`src/hw/rtl/lfbp_pkg.sv`:
```
// ----------------------------------------------------------------------------
// LSB-first bit packer package
// Shared transaction types, request codes and constants for the bit packer.
// ----------------------------------------------------------------------------
package lfbp_pkg;

    // Request codes carried in req_type.
    localparam logic [1:0] REQ_WRITE_BITS = 2'd0;
    localparam logic [1:0] REQ_BOUNDED    = 2'd1;
    localparam logic [1:0] REQ_FLUSH      = 2'd2;

    // Bounds above this write a full 32-bit word, all or nothing.
    localparam logic [31:0] WIDE_BOUND = 32'h8000_0000;

    // Reset value of the capacity register.
    localparam logic [23:0] CAP_RESET = 24'd8192;

    // Depth of the command queue between the front and the back end.
    localparam int unsigned FIFO_DEPTH = 4;

    typedef struct packed {
        logic [1:0]  req_type;
        logic [63:0] value;
        logic [6:0]  bit_length;
        logic [31:0] maximum;
    } in_item_t;

    typedef struct packed {
        logic        byte_valid;
        logic [7:0]  out_byte;
        logic        last;
        logic [23:0] bit_count;
        logic        overflow;
    } out_item_t;

    // Operation handed from the front end to the back end.
    typedef enum logic [1:0] {
        OP_NOP   = 2'd0,
        OP_WRITE = 2'd1,
        OP_FLUSH = 2'd2
    } op_t;

    // A classified command: partial writes stop at the capacity, the
    // others are all or nothing.
    typedef struct packed {
        op_t         op;
        logic        partial;
        logic [6:0]  len;
        logic [63:0] data;
    } cmd_t;

endpackage

```
`src/hw/rtl/lsb_first_bit_packer_core.sv`:
```
// ----------------------------------------------------------------------------
// LSB-first bit packer core
// Packs fields least significant bit first into a byte stream and returns
// every completed byte as its own response transaction.
// ----------------------------------------------------------------------------
//
//  Channel   Direction  Handshake             Payload
//  req       in         req_valid/req_stall   in_item_t  (request transaction)
//  rsp       out        rsp_valid/rsp_stall   out_item_t (one byte or status)
//  cfg       in         cfg_we                cfg_wdata  (capacity in bits)
//
//  A request transaction produces max(1, completed bytes) response
//  transactions, one to eight, and holds the byte emitter until the last;
//  the emitter drives one response per cycle unless rsp stalls, and sets
//  the sustained rate. A request passes the front register, the command
//  queue, the decide, emitter and output registers before rsp_valid rises.
//  rst_n clears the position, partial byte, overflow flag and all valid
//  state at once and loads the capacity with 8192; there is no clearing pass.
//  A stall on rsp backs up into the command queue, and req_stall rises
//  only when the front register holds a command that the queue cannot take.
//
// ----------------------------------------------------------------------------
module lsb_first_bit_packer_core
    import lfbp_pkg::*;
#(
    parameter int unsigned MAX_FIELD_BITS = 64,
    parameter int unsigned POSITION_BITS  = 24
)
(
    input  logic        clk,
    input  logic        rst_n,
    input  logic        cfg_we,
    input  logic [23:0] cfg_wdata,
    input  logic        req_valid,
    output logic        req_stall,
    input  in_item_t    req_data,
    output logic        rsp_valid,
    input  logic        rsp_stall,
    output out_item_t   rsp_data
);

    // Front end to queue.
    logic fifo_full;
    logic push;
    cmd_t push_cmd;

    // Queue to back end.
    logic head_valid;
    cmd_t head_cmd;
    logic pop;

    // The front end resolves each request into a bit count: write-bits
    // lengths are saturated, bounded integers get the width of their
    // largest value, and requests that write nothing become no-ops.
    lfbp_front #(
        .MAX_FIELD_BITS (MAX_FIELD_BITS)
    ) u_front (
        .clk       (clk),
        .rst_n     (rst_n),
        .req_valid (req_valid),
        .req_stall (req_stall),
        .req_data  (req_data),
        .fifo_full (fifo_full),
        .push      (push),
        .push_cmd  (push_cmd)
    );

    // The queue lets the front end keep accepting requests while the back
    // end is busy emitting the bytes of a long write.
    lfbp_cmd_fifo u_fifo (
        .clk        (clk),
        .rst_n      (rst_n),
        .push       (push),
        .push_cmd   (push_cmd),
        .full       (fifo_full),
        .pop        (pop),
        .head_valid (head_valid),
        .head_cmd   (head_cmd)
    );

    // The back end owns the stream state. Its decide stage checks each
    // command against the capacity and updates the position and overflow
    // flag as it takes the command, so commands follow each other without bubbles;
    // the emitter then merges the written bits into the partial byte and
    // hands out completed bytes through the output register.
    lfbp_back #(
        .MAX_FIELD_BITS (MAX_FIELD_BITS),
        .POSITION_BITS  (POSITION_BITS)
    ) u_back (
        .clk       (clk),
        .rst_n     (rst_n),
        .cfg_we    (cfg_we),
        .cfg_wdata (cfg_wdata),
        .cmd_valid (head_valid),
        .cmd       (head_cmd),
        .cmd_pop   (pop),
        .rsp_valid (rsp_valid),
        .rsp_stall (rsp_stall),
        .rsp_data  (rsp_data)
    );

endmodule

```
`src/hw/rtl/lfbp_front.sv`:
```
// ----------------------------------------------------------------------------
// Bit packer front end
// Accepts request transactions and turns them into write, flush or no-op
// commands with a resolved bit count.
// ----------------------------------------------------------------------------
module lfbp_front
    import lfbp_pkg::*;
#(
    parameter int unsigned MAX_FIELD_BITS = 64
)
(
    input  logic     clk,
    input  logic     rst_n,
    input  logic     req_valid,
    output logic     req_stall,
    input  in_item_t req_data,
    input  logic     fifo_full,
    output logic     push,
    output cmd_t     push_cmd
);

    logic fr_valid_reg;
    logic fr_valid_next;
    cmd_t fr_cmd_reg;
    cmd_t fr_cmd_next;
    logic accept;

    // Bit width of (maximum - 1), found by halving steps.
    logic [5:0]  bound_bits;

    always_comb
    begin
        logic [31:0] x;
        logic [5:0]  k;
        x = req_data.maximum - 32'd1;
        k = 6'd0;
        for (int i = 4; i >= 0; i--)
        begin
            if ((x >> (1 << i)) != 32'd0)
            begin
                x = x >> (1 << i);
                k = k + 6'(1 << i);
            end
        end
        bound_bits = k + 6'(x[0]);
    end

    always_comb
    begin
        logic [6:0] sat_len;
        sat_len = (req_data.bit_length > 7'(MAX_FIELD_BITS)) ?
                  7'(MAX_FIELD_BITS) : req_data.bit_length;
        fr_cmd_next.op      = OP_NOP;
        fr_cmd_next.partial = 1'b0;
        fr_cmd_next.len     = 7'd0;
        fr_cmd_next.data    = req_data.value;
        case (req_data.req_type)
            REQ_WRITE_BITS:
            begin
                fr_cmd_next.len = sat_len;
                fr_cmd_next.op  = (sat_len == 7'd0) ? OP_NOP : OP_WRITE;
            end
            REQ_BOUNDED:
            begin
                if (req_data.maximum <= 32'd1)
                begin
                    fr_cmd_next.op = OP_NOP;
                end
                else if (req_data.maximum > WIDE_BOUND)
                begin
                    fr_cmd_next.op  = OP_WRITE;
                    fr_cmd_next.len = 7'd32;
                end
                else
                begin
                    fr_cmd_next.op      = OP_WRITE;
                    fr_cmd_next.partial = 1'b1;
                    fr_cmd_next.len     = 7'(bound_bits);
                end
            end
            REQ_FLUSH:
            begin
                fr_cmd_next.op = OP_FLUSH;
            end
            default:
            begin
                fr_cmd_next.op = OP_NOP;
            end
        endcase
    end

    assign req_stall = fr_valid_reg & fifo_full;
    assign accept    = req_valid & ~req_stall;
    assign push      = fr_valid_reg & ~fifo_full;
    assign push_cmd  = fr_cmd_reg;

    always_comb
    begin
        if (accept)
        begin
            fr_valid_next = 1'b1;
        end
        else if (push)
        begin
            fr_valid_next = 1'b0;
        end
        else
        begin
            fr_valid_next = fr_valid_reg;
        end
    end

    always_ff @(posedge clk or negedge rst_n)
    begin
        if (!rst_n)
        begin
            fr_valid_reg <= 1'b0;
        end
        else
        begin
            fr_valid_reg <= fr_valid_next;
        end
    end

    always_ff @(posedge clk)
    begin
        if (accept)
        begin
            fr_cmd_reg <= fr_cmd_next;
        end
    end

endmodule

```
`src/hw/rtl/lfbp_cmd_fifo.sv`:
```
// ----------------------------------------------------------------------------
// Bit packer command queue
// Short first-in first-out queue of commands between front and back end.
// ----------------------------------------------------------------------------
module lfbp_cmd_fifo
    import lfbp_pkg::*;
(
    input  logic clk,
    input  logic rst_n,
    input  logic push,
    input  cmd_t push_cmd,
    output logic full,
    input  logic pop,
    output logic head_valid,
    output cmd_t head_cmd
);

    localparam int unsigned PTR_W = $clog2(FIFO_DEPTH);
    localparam int unsigned CNT_W = $clog2(FIFO_DEPTH + 1);

    cmd_t             entry_reg [FIFO_DEPTH];
    logic [PTR_W-1:0] wr_ptr_reg;
    logic [PTR_W-1:0] wr_ptr_next;
    logic [PTR_W-1:0] rd_ptr_reg;
    logic [PTR_W-1:0] rd_ptr_next;
    logic [CNT_W-1:0] count_reg;
    logic [CNT_W-1:0] count_next;
    logic             do_push;
    logic             do_pop;

    assign full       = (count_reg == CNT_W'(FIFO_DEPTH));
    assign head_valid = (count_reg != '0);
    assign head_cmd   = entry_reg[rd_ptr_reg];
    assign do_push    = push & ~full;
    assign do_pop     = pop & head_valid;

    always_comb
    begin
        wr_ptr_next = do_push ? wr_ptr_reg + PTR_W'(1) : wr_ptr_reg;
        rd_ptr_next = do_pop  ? rd_ptr_reg + PTR_W'(1) : rd_ptr_reg;
        count_next  = count_reg;
        if (do_push && !do_pop)
        begin
            count_next = count_reg + CNT_W'(1);
        end
        else if (do_pop && !do_push)
        begin
            count_next = count_reg - CNT_W'(1);
        end
    end

    always_ff @(posedge clk or negedge rst_n)
    begin
        if (!rst_n)
        begin
            wr_ptr_reg <= '0;
            rd_ptr_reg <= '0;
            count_reg  <= '0;
        end
        else
        begin
            wr_ptr_reg <= wr_ptr_next;
            rd_ptr_reg <= rd_ptr_next;
            count_reg  <= count_next;
        end
    end

    always_ff @(posedge clk)
    begin
        if (do_push)
        begin
            entry_reg[wr_ptr_reg] <= push_cmd;
        end
    end

endmodule

```
`src/hw/rtl/lfbp_back.sv`:
```
// ----------------------------------------------------------------------------
// Bit packer back end
// Decides how many bits each command writes against the capacity, merges
// them into the partial byte and emits completed bytes one per cycle when rsp is not stalled.
// ----------------------------------------------------------------------------
module lfbp_back
    import lfbp_pkg::*;
#(
    parameter int unsigned MAX_FIELD_BITS = 64,
    parameter int unsigned POSITION_BITS  = 24
)
(
    input  logic      clk,
    input  logic      rst_n,
    input  logic      cfg_we,
    input  logic [23:0] cfg_wdata,
    input  logic      cmd_valid,
    input  cmd_t      cmd,
    output logic      cmd_pop,
    output logic      rsp_valid,
    input  logic      rsp_stall,
    output out_item_t rsp_data
);

    localparam int unsigned P         = POSITION_BITS;
    localparam int unsigned DATA_BITS = (MAX_FIELD_BITS > 32) ? MAX_FIELD_BITS : 32;
    localparam int unsigned NB        = (DATA_BITS + 7) / 8;
    localparam int unsigned NB_W      = $clog2(NB + 1);
    localparam int unsigned EMIT_W    = NB * 8;
    localparam int unsigned ACC_W     = EMIT_W + 8;
    localparam int unsigned CW        = (P > 24) ? P : 24;
    localparam logic [CW-1:0] POS_MASK    = CW'((64'd1 << P) - 64'd1);
    localparam logic [CW-1:0] CAP_RESET_W = CW'(CAP_RESET);
    localparam logic [P-1:0]  CAP_INIT    =
        P'((CAP_RESET_W > POS_MASK) ? POS_MASK : CAP_RESET_W);

    // ---------------- decide stage ----------------
    logic [P-1:0] cap_reg;
    logic [P-1:0] cap_next;
    logic [P-1:0] pos_reg;
    logic [P-1:0] pos_next;
    logic         ovf_reg;
    logic         ovf_next;
    logic [6:0]   wr_len;

    logic [P:0]   sum;
    logic [P-1:0] room;
    logic         fits;
    logic         room_ok;

    logic         dq_valid_reg;
    logic         dq_valid_next;
    op_t          dq_op_reg;
    logic [6:0]   dq_w_reg;
    logic [63:0]  dq_data_reg;
    logic [2:0]   dq_sh_reg;
    logic [23:0]  dq_count_reg;
    logic         dq_ovf_reg;

    logic         em_load;

    always_comb
    begin
        logic [CW-1:0] cfg_w;
        cfg_w    = CW'(cfg_wdata);
        cap_next = P'((cfg_w > POS_MASK) ? POS_MASK : cfg_w);
    end

    assign sum     = {1'b0, pos_reg} + (P + 1)'(cmd.len);
    assign fits    = (sum <= {1'b0, cap_reg});
    assign room_ok = (cap_reg >= pos_reg);
    assign room    = cap_reg - pos_reg;

    // A partial write that does not fit stops exactly at the capacity, unless the position already lies beyond it.
    always_comb
    begin
        pos_next = pos_reg;
        ovf_next = ovf_reg;
        wr_len   = 7'd0;
        if (cmd.op == OP_WRITE)
        begin
            if (fits)
            begin
                pos_next = sum[P-1:0];
                wr_len   = cmd.len;
            end
            else
            begin
                ovf_next = 1'b1;
                if (cmd.partial && room_ok)
                begin
                    pos_next = cap_reg;
                    wr_len   = room[6:0];
                end
            end
        end
    end

    assign cmd_pop = cmd_valid & (~dq_valid_reg | em_load);

    always_comb
    begin
        if (cmd_pop)
        begin
            dq_valid_next = 1'b1;
        end
        else if (em_load)
        begin
            dq_valid_next = 1'b0;
        end
        else
        begin
            dq_valid_next = dq_valid_reg;
        end
    end

    always_ff @(posedge clk or negedge rst_n)
    begin
        if (!rst_n)
        begin
            cap_reg      <= CAP_INIT;
            pos_reg      <= '0;
            ovf_reg      <= 1'b0;
            dq_valid_reg <= 1'b0;
        end
        else
        begin
            if (cfg_we)
            begin
                cap_reg <= cap_next;
            end
            if (cmd_pop)
            begin
                pos_reg <= pos_next;
                ovf_reg <= ovf_next;
            end
            dq_valid_reg <= dq_valid_next;
        end
    end

    always_ff @(posedge clk)
    begin
        if (cmd_pop)
        begin
            dq_op_reg    <= cmd.op;
            dq_w_reg     <= wr_len;
            dq_data_reg  <= cmd.data;
            dq_sh_reg    <= pos_reg[2:0];
            dq_count_reg <= 24'(pos_next);
            dq_ovf_reg   <= ovf_next;
        end
    end

    // ---------------- pack and emit stage ----------------
    logic [6:0]           pend_reg;
    logic [6:0]           pend_next;
    logic                 em_valid_reg;
    logic                 em_valid_next;
    logic [NB_W-1:0]      em_left_reg;
    logic [NB_W-1:0]      em_left_next;
    logic                 em_bv_reg;
    logic                 em_bv_next;
    logic [EMIT_W-1:0]    em_data_reg;
    logic [EMIT_W-1:0]    em_data_next;
    logic [23:0]          em_count_reg;
    logic                 em_ovf_reg;
    logic                 em_adv;
    logic                 em_last;

    logic [DATA_BITS-1:0] lo_mask;
    logic [DATA_BITS-1:0] masked;
    logic [ACC_W-1:0]     acc;
    logic [7:0]           bit_sum;
    logic [NB_W-1:0]      nb;
    logic [6:0]           pend_after;

    logic                 rsp_valid_reg;
    logic                 rsp_load;
    out_item_t            rsp_data_reg;

    assign lo_mask    = ~({DATA_BITS{1'b1}} << dq_w_reg);
    assign masked     = dq_data_reg[DATA_BITS-1:0] & lo_mask;
    assign acc        = ACC_W'(pend_reg) | (ACC_W'(masked) << dq_sh_reg);
    assign bit_sum    = 8'(dq_sh_reg) + 8'(dq_w_reg);
    assign nb         = NB_W'(bit_sum >> 3);
    assign pend_after = 7'(acc >> {nb, 3'b000});

    always_comb
    begin
        pend_next    = pend_reg;
        em_bv_next   = 1'b0;
        em_left_next = NB_W'(1);
        em_data_next = '0;
        case (dq_op_reg)
            OP_WRITE:
            begin
                pend_next  = pend_after;
                em_bv_next = (nb != '0);
                if (nb != '0)
                begin
                    em_left_next = nb;
                    em_data_next = EMIT_W'(acc);
                end
            end
            OP_FLUSH:
            begin
                em_bv_next = (dq_sh_reg != 3'd0);
                if (dq_sh_reg != 3'd0)
                begin
                    em_data_next = EMIT_W'(pend_reg);
                end
            end
            default:
            begin
                em_bv_next = 1'b0;
            end
        endcase
    end

    assign rsp_load = ~rsp_valid_reg | ~rsp_stall;
    assign em_adv   = em_valid_reg & rsp_load;
    assign em_last  = (em_left_reg == NB_W'(1));
    assign em_load  = dq_valid_reg & (~em_valid_reg | (em_adv & em_last));

    always_comb
    begin
        if (em_load)
        begin
            em_valid_next = 1'b1;
        end
        else if (em_adv && em_last)
        begin
            em_valid_next = 1'b0;
        end
        else
        begin
            em_valid_next = em_valid_reg;
        end
    end

    always_ff @(posedge clk or negedge rst_n)
    begin
        if (!rst_n)
        begin
            pend_reg      <= 7'd0;
            em_valid_reg  <= 1'b0;
            em_left_reg   <= '0;
            rsp_valid_reg <= 1'b0;
        end
        else
        begin
            em_valid_reg <= em_valid_next;
            if (em_load)
            begin
                pend_reg    <= pend_next;
                em_left_reg <= em_left_next;
            end
            else if (em_adv)
            begin
                em_left_reg <= em_left_reg - NB_W'(1);
            end
            if (rsp_load)
            begin
                rsp_valid_reg <= em_valid_reg;
            end
        end
    end

    always_ff @(posedge clk)
    begin
        if (em_load)
        begin
            em_bv_reg    <= em_bv_next;
            em_data_reg  <= em_data_next;
            em_count_reg <= dq_count_reg;
            em_ovf_reg   <= dq_ovf_reg;
        end
        else if (em_adv)
        begin
            em_data_reg <= em_data_reg >> 8;
        end
        if (em_adv)
        begin
            rsp_data_reg.byte_valid <= em_bv_reg;
            rsp_data_reg.out_byte   <= em_data_reg[7:0];
            rsp_data_reg.last       <= em_last;
            rsp_data_reg.bit_count  <= em_count_reg;
            rsp_data_reg.overflow   <= em_ovf_reg;
        end
    end

    assign rsp_valid = rsp_valid_reg;
    assign rsp_data  = rsp_data_reg;

endmodule
```
`config.mk`:
```
export PLATFORM = sky130hd
export DESIGN_NAME = lsb_first_bit_packer_core
export DESIGN_NICKNAME = d
export VERILOG_FILES = /design/src/hw/rtl/lfbp_pkg.sv /design/src/hw/rtl/lsb_first_bit_packer_core.sv /design/src/hw/rtl/lfbp_front.sv /design/src/hw/rtl/lfbp_cmd_fifo.sv /design/src/hw/rtl/lfbp_back.sv
export SDC_FILE = /design/constraint.sdc
export NUM_CORES = 1
export LEC_CHECK = 0
export BUFFER_PORTS_ARGS = -buffer_cell sky130_fd_sc_hd__buf_4
export CELL_PAD_IN_SITES_DETAIL_PLACEMENT = 1
export CELL_PAD_IN_SITES_GLOBAL_PLACEMENT = 2
export CORE_MARGIN = 4
export CORE_UTILIZATION = 24
export DETAILED_ROUTE_END_ITERATION = 10
export PLACE_DENSITY = 0.49
export REMOVE_ABC_BUFFERS = 1
export SLEW_MARGIN = 10
export SYNTH_ARGS = -nofsm -noshare
export SYNTH_HDL_FRONTEND = slang
export SYNTH_SLANG_ARGS = --single-unit
```
`constraint.sdc`:
```
create_clock -name clk -period 8 [get_ports clk]
set_clock_uncertainty 0.1 [all_clocks]
set_input_delay 0.8 -clock clk [delete_from_list [all_inputs] [get_ports clk]]
set_output_delay 0.8 -clock clk [all_outputs]
set_load 0.01 [all_outputs]
```
# After elaboration in Yosys (flattened, before gate mapping)
# Memory sizes are Yosys's and may differ from the RTL's.
# Cells that the tools add are included.
classes:
  addsub: 14
  order_cmp: 6
  n_eq_ne: 7
  shift: 3
  muxes: 46
  bitwise: 22
  reduce_logical: 23
ops:
  columns: ["operator", "n"]
  rows:
  - ["2-to-1 mux 64 bit", 3]
  - ["nonzero test 32 bit", 5]
  - ["2-to-1 mux 32 bit", 4]
  - ["one-hot mux 64 bit (2 select lines)", 1]
  - ["2-to-1 mux 24 bit", 4]
  - ["OR 7 x 72 -> 72 bit", 1]
  - ["left shift 64 x 3 -> 72 bit", 1]
  - ["right shift 72 x 7 -> 7 bit", 1]
  - ["bitwise AND 64 bit", 1]
  - ["inverter 64 bit", 1]
  - ["left shift 64 x 7 -> 64 bit, first input constant", 1]
  - ["2-to-1 mux 7 bit", 5]
  - ["greater-than comparator 32 bit, second input constant", 1]
  - ["<= comparator 32 x 1 -> 1 bit, second input constant", 1]
  - ["subtractor 32 x 1 -> 32 bit, second input constant", 1]
  - ["2-to-1 mux 6 bit", 5]
  - ["adder 24 x 7 -> 25 bit", 1]
  - ["<= comparator 25 x 24 -> 1 bit", 1]
  - ["greater-or-equal comparator 24 bit", 1]
  - ["greater-than comparator 24 bit, second input constant", 1]
  - ["2-to-1 mux 4 bit", 4]
  - ["2-to-1 mux 1 bit", 14]
  - ["one-hot mux 7 bit (2 select lines)", 1]
  - ["nonzero test 2 bit", 5]
  - ["31 further kinds", 57]
totals:
  ff_bits: 371
  mem_bits_rw: 296
  in_bits: 134
  out_inout_bits: 37
  word_cells: 153
  n_memories: 1
mem_list:
  columns: ["name", "depth", "width", "rd", "rd_ports_with_merged_regs", "wr", "line", "text"]
  rows:
  - ["u_fifo.entry_reg", 4, 74, 1, 0, 1, "lfbp_cmd_fifo.sv:21", "cmd_t entry_reg [FIFO_DEPTH];"]

# Logic depth before layout (Yosys ltp)
depth:
  depth_word: 15
  depth_mapped: 27
  mapped_depth_nobuf: 23

# Hierarchy
# Synthesis repeated with hierarchy kept, for this count alone.
unflattened:
  hier_cells: 2339
  area_unflattened_um2: 31761.7
modules_own_cells:
  columns: ["mod", "instances", "cells_per_inst", "area_each_um2", "seq_area_each_um2"]
  rows:
  - ["lfbp_back", 1, 1591, 16674.7, 8364.3]
  - ["lfbp_cmd_fifo", 1, 422, 11138.2, 9063.7]
  - ["lfbp_front", 1, 326, 3948.8, 2247.2]

# Worst setup path after synthesis
# Ideal clock, no wire load.
synth_timing:
  path_kind: "register to register"
  start: "reg u_fifo.rd_ptr_reg[0]"
  end: "reg u_back.dq_w_reg[0], data pin"
  setup_time_ps: 266
  arrival_time_ps: 5967
  required_ps: 7634
  setup_slack_ps: 1667
  path_stages_with_launch: 27
  path_buffers: 5
  synth_period_minus_slack_ps: 6333
  path_cell_list: "dfrtp_1 -> clkbuf_1 -> clkbuf_1 -> mux4_2 -> ha_1 -> fa_1 -> a21o_1 -> a21oi_1 -> o21bai_1 -> a21o_1 -> a21oi_1 -> nor3_1 -> and3_1 -> clkbuf_1 -> and3_1 -> xnor2_1 -> ha_1 -> nand3_1 -> nor2_1 -> nand4_1 -> and3b_1 -> a21oi_1 -> a21o_1 -> clkbuf_1 -> buf_1 -> a2bb2oi_1 -> nor2_1"
synth_via:
  elab_chain_len: 4
  word_cells_on_any_way: 7
  classes_between: "add/sub: 1; order compare: 1; eq/ne: 1; mux: 2; reduce/logical: 1; memory: 1"
synth_lines:
  columns: ["element", "line", "text"]
  rows:
  - ["from (decl)", "lfbp_cmd_fifo.sv:24", "logic [PTR_W-1:0] rd_ptr_reg;"]
  - ["from (signal assigned)", "lfbp_cmd_fifo.sv:63", "rd_ptr_reg <= rd_ptr_next;"]
  - ["memory (4 x 74 bit) *", null, null]
  - ["adder 24 x 7 -> 25 bit / logical AND 1 bit (equally long branches)", "lfbp_back.sv:69, lfbp_back.sv:90", null]
  - ["<= comparator 25 x 24 -> 1 bit / 2-to-1 mux 7 bit (equally long branches)", "lfbp_back.sv:70, lfbp_back.sv:90", null]
  - ["2-to-1 mux 7 bit", "lfbp_back.sv:82", "if (fits)"]
  - ["to (signal assigned)", "lfbp_back.sv:146", "dq_w_reg <= wr_len;"]
  - ["to (decl)", "lfbp_back.sv:54", "logic [6:0] dq_w_reg;"]
# Every way passes the cells marked *; elsewhere a longest branch is shown, timed or not.
# A chain may end at the register's enable or synchronous reset.

# Worst setup path in the final report
layout_timing:
  start: "reg u_fifo.rd_ptr_reg[1]"
  end: "reg u_back.pos_reg[23]"
layout_via:
  elab_chain_len: 5
  word_cells_on_any_way: 8
  classes_between: "add/sub: 1; order compare: 1; eq/ne: 1; mux: 3; reduce/logical: 1; memory: 1"
layout_lines:
  columns: ["element", "line", "text"]
  rows:
  - ["memory (4 x 74 bit) *", null, null]
  - ["adder 24 x 7 -> 25 bit / logical AND 1 bit (equally long branches)", "lfbp_back.sv:69, lfbp_back.sv:90", null]
  - ["<= comparator 25 x 24 -> 1 bit / 2-to-1 mux 24 bit (equally long branches)", "lfbp_back.sv:70, lfbp_back.sv:90", null]
  - ["2-to-1 mux 24 bit", "lfbp_back.sv:82", null]
  - ["2-to-1 mux 24 bit *", "lfbp_back.sv:80", "if (cmd.op == OP_WRITE)"]
  - ["to (signal assigned)", "lfbp_back.sv:134", "pos_reg <= pos_next;"]
  - ["to (decl)", "lfbp_back.sv:40", "logic [P-1:0] pos_reg;"]
# Marks and branches as above.

==> results.json <==
{
  "dp_cells": 3958,
  "max_slew_margin": 0.221,
  "syn_area_um2": 30700,
  "layout_worst_path_cycle_share": 0.865,
  "rr_endpoint": "u_back.pos_reg[23]$_DFFE_PN0P_",
  "die_h_um": 366,
  "firstDrtPassIters": 5,
  "cts_tree": "built",
  "ys.flop_type": "edfxtp_1",
  "r2r.worst_path.cells": 22,
  "p_int_uw": 7640,
  "yosysTopAreaCell": "edfxtp_1",
  "p_sw_uw": 3580,
  "ctsRootBufferMaster": "clkbuf_16",
  "hold_path_class": "in -> reg",
  "synth_edf_count": 596,
  "grt_overflow": 0,
  "irDropWorstVdd_mv": 0.147,
  "fp.coreArea_um2": 126000,
  "synth_seq_area_share": 0.641,
  "maxCapViolCount": 0,
  "cp.required_ns": 8.45,
  "clkPwrFrac": 0.306,
  "grt_max_degree": 74,
  "viasPerCell": 4.74,
  "die_area_um2": 134000,
  "pin_count": 171,
  "syn_avg_cell_area_um2": 13.8,
  "p_per_area_nw_per_um2": 308,
  "synth_top_area_frac": 0.583,
  "outcome": "completed",
  "insertion_delay_ns": 0.66,
  "worst_pin_slew_ns": 1.17,
  "num-nets-final": 2596,
  "rsz0062_at_grt": "false",
  "cp.arrival_ns": 7.37,
  "die_x_um": 366,
  "drv_slew": 0,
  "min_to": "u_front.push_cmd[48]$_DFFE_PP_",
  "slowest_stage": "dfrtp_4",
  "setup_viol": 0,
  "period_minus_slack_ns": 6.92,
  "syn_inst": 2217,
  "initial_core_util": 0.243,
  "layout_commonest_cell": "edfxtp_1",
  "drt-initial-drc-count": 1084,
  "path_class": "reg -> reg",
  "start_kind": "flip-flop",
  "clockBufferDepth": 3,
  "gr-usage-all-layers": 0.144,
  "ys_ff_latch": 667,
  "gp_congestion": 0.832,
  "p_sw_frac": 0.319,
  "drt_wl_total_mm": 97.4,
  "wire_per_inst_um": 23.7,
  "htree_levels": 3,
  "netlist_top_cells_area": "edfxtp_1 (58%), mux4_2 (5.7%), dfrtp_1 (5.7%), ha_1 (2.8%), mux2i_1 (2.7%)",
  "cp_max_fo": 36,
  "post_cts_resized": 0,
  "drive_gt1_frac": 0.189,
  "ys_warn_count": 0,
  "crit_chain": "mux4_2 -> ha_1 -> a21o_1 -> a21oi_1 -> o21bai_1 -> a21oi_1 -> o21bai_1 -> a21oi_1 -> buf_4 -> or4_1 -> nor3b_1 -> nand3_1 -> xnor2_1 -> ha_1 -> nand3_1 -> nor2_1 -> nand4_1 -> and3b_1 -> a21oi_1 -> a22o_1 -> nand2_1 -> a222oi_1",
  "num-fill-cells": 13518,
  "grt_pass1_wl_mm": 144,
  "largest_reg_flops": 296,
  "drtAntennaViolNets": 0,
  "min_from": "req_data[87]",
  "slowest_delay_ns": 0.80,
  "final_cell_mix": "edfxtp_1 (596), buf_4 (212), nand2_1 (156), o21ai_0 (134), nor2_1 (120)",
  "dp_hpwl_mm": 68.6,
  "async_flop_share": 0.106,
  "rr_startpoint": "u_fifo.rd_ptr_reg[1]$_DFFE_PN0P_",
  "setup_slack_ns": 1.08,
  "antenna_found_initial": 0,
  "holdPathStages": 1,
  "r2r_slack_ns": 1.08,
  "crit_top_cell": "a21oi_1",
  "rows": 130,
  "utilization": 0.288,
  "worst_setup_path_end_kind": "flip-flop",
  "leakagePower_uw": 0.0129,
  "vias": 19470,
  "cts.sinks": 667,
  "drc": 0,
  "port_buffers": 170,
  "final-hold-violation-count": 0,
  "numCtsBuffers": 79,
  "grt_pass1_vias": 20945,
  "instances_no_fill": 4104,
  "clk_pin_slew_ns": 0.06,
  "area_growth_pct": 18.6,
  "fmax_ghz": 0.145,
  "place_ws_ns": 1.11,
  "comb_power_share": 0.257,
  "power_frac_seq": 0.436,
  "ys_types": 85,
  "diodes": 0
}
[metal layers]
metal / part of all wire / vias up / track usage / wire length (µm)
li1: - / 8957 / - / -
met1: 0.49 / 10030 / 0.207 / 47600
met2: 0.45 / 373 / 0.227 / 44200
met3: 0.036 / 110 / 0.0225 / 3550
met4: 0.021 / 0 / 0.0381 / 2050
met5: 0 / - / 0 / 0
[power by group through the flow]
stage          logic [µW]  registers, µW  clock network (µW)
6_report             2890           4890                3440
5_1_grt              3170           4960                3720
2_1_floorplan        1760           4980                   0
3_5_place_dp         2950           4980                   0
3_3_place_gp         2910           4950                   0
4_1_cts              2960           4910                3570
[Yosys cell counts, types with 15 or more instances]
library cell and count:
edfxtp_1 596, nand2_1 156, o21ai_0 134, nor2_1 120, a21oi_1 101, clkbuf_1 98, inv_1 82, mux2i_1 82
mux4_2 78, dfrtp_1 70, ha_1 69, xnor2_1 50, nor3_1 44, nand3_1 43, a22o_1 37, a22oi_1 37
a21o_1 35, o211ai_1 21, buf_1 19, or2_2 19, o22ai_1 18, xor2_1 17, nand4_1 16, or4_1 16
a31oi_1 15, o21a_1 15
[cells by family (layout without fill, tap and decap cells)]
group,count (synthesis),in the layout,synth area share
DFF,667,667,0.641
AOI/OAI and AO/OA,527,527,0.114
and+or+nand+nor,504,504,0.0807
buffers and inverters,206,443,0.0254
muxes,174,174,0.0891
adders and majority gates,72,72,0.0301
xor gates and xnor gates,67,67,0.0191
[layout make-up]
cell class                      instances  area (µm²)  area share
Multi-Input combinational cell       1344       10300       0.282
Clock inverter                         44         374      0.0103
Sequential cell                       667       19700       0.541
Tap cell                             1650        2060      0.0567
Inverter                               85         322     0.00884
Timing Repair Buffer                  213        1600      0.0440
Clock buffer                          101        2060      0.0566
[critical path, delay by kind of cell (launching register included)]
kind                     cells  cell delay, ns
AO/OA/AOI/OAI                9            2.01
AND/OR/NAND/NOR              8            2.47
multiplexers                 1            0.45
XOR/XNOR                     1            0.16
buffers and inverters        1            0.18
adder cells (fa/ha/maj)      2            0.61
flip-flops                   1            0.80
[how the worst max path moves through the flow]
| stage | end | cells past startpoint | start | slack [ns] |
|---|---|---|---|---|
| after detailed placement | u_back.pos_reg[23]$_DFFE_PN0P_ | 22 | u_fifo.rd_ptr_reg[1]$_DFFE_PN0P_ | 1.11 |
| final | u_back.pos_reg[23]$_DFFE_PN0P_ | 22 | u_fifo.rd_ptr_reg[1]$_DFFE_PN0P_ | 1.08 |
| after floorplan | u_back.dq_count_reg[14]$_DFFE_PP_ | 21 | u_fifo.rd_ptr_reg[0]$_DFFE_PN0P_ | -0.37 |
| after global routing | u_back.pos_reg[23]$_DFFE_PN0P_ | 22 | u_fifo.rd_ptr_reg[1]$_DFFE_PN0P_ | 0.57 |
| after CTS | u_back.pos_reg[23]$_DFFE_PN0P_ | 22 | u_fifo.rd_ptr_reg[1]$_DFFE_PN0P_ | 1.05 |
| after global placement | u_back.pos_reg[23]$_DFFE_PN0P_ | 22 | u_fifo.rd_ptr_reg[1]$_DFFE_PN0P_ | 1.32 |
[metrics by stage]
| stage | cell area [µm²] | power [µW] | setup TNS (ns) | hold WS, ns |
|---|---|---|---|---|
| after floorplan | 30200 | 6740 | -11.41 | 0.300 |
| after global placement | 33900 | 7860 | 0 | 0.305 |
| after detailed placement | 33900 | 7920 | 0 | 0.305 |
| after CTS | 36400 | 11400 | 0 | 0.150 |
| after global routing | 36400 | 11800 | 0 | 0.170 |
| final | 36400 | 11200 | 0 | 0.209 |
[repair_timing]
item	4_1_cts	5_1_grt
hold buffers	1	0
endpoints found under the setup margin	0	0
buffers inserted	0	0
endpoints found under the hold margin	20	0
(Power assumes the default switching activity.)
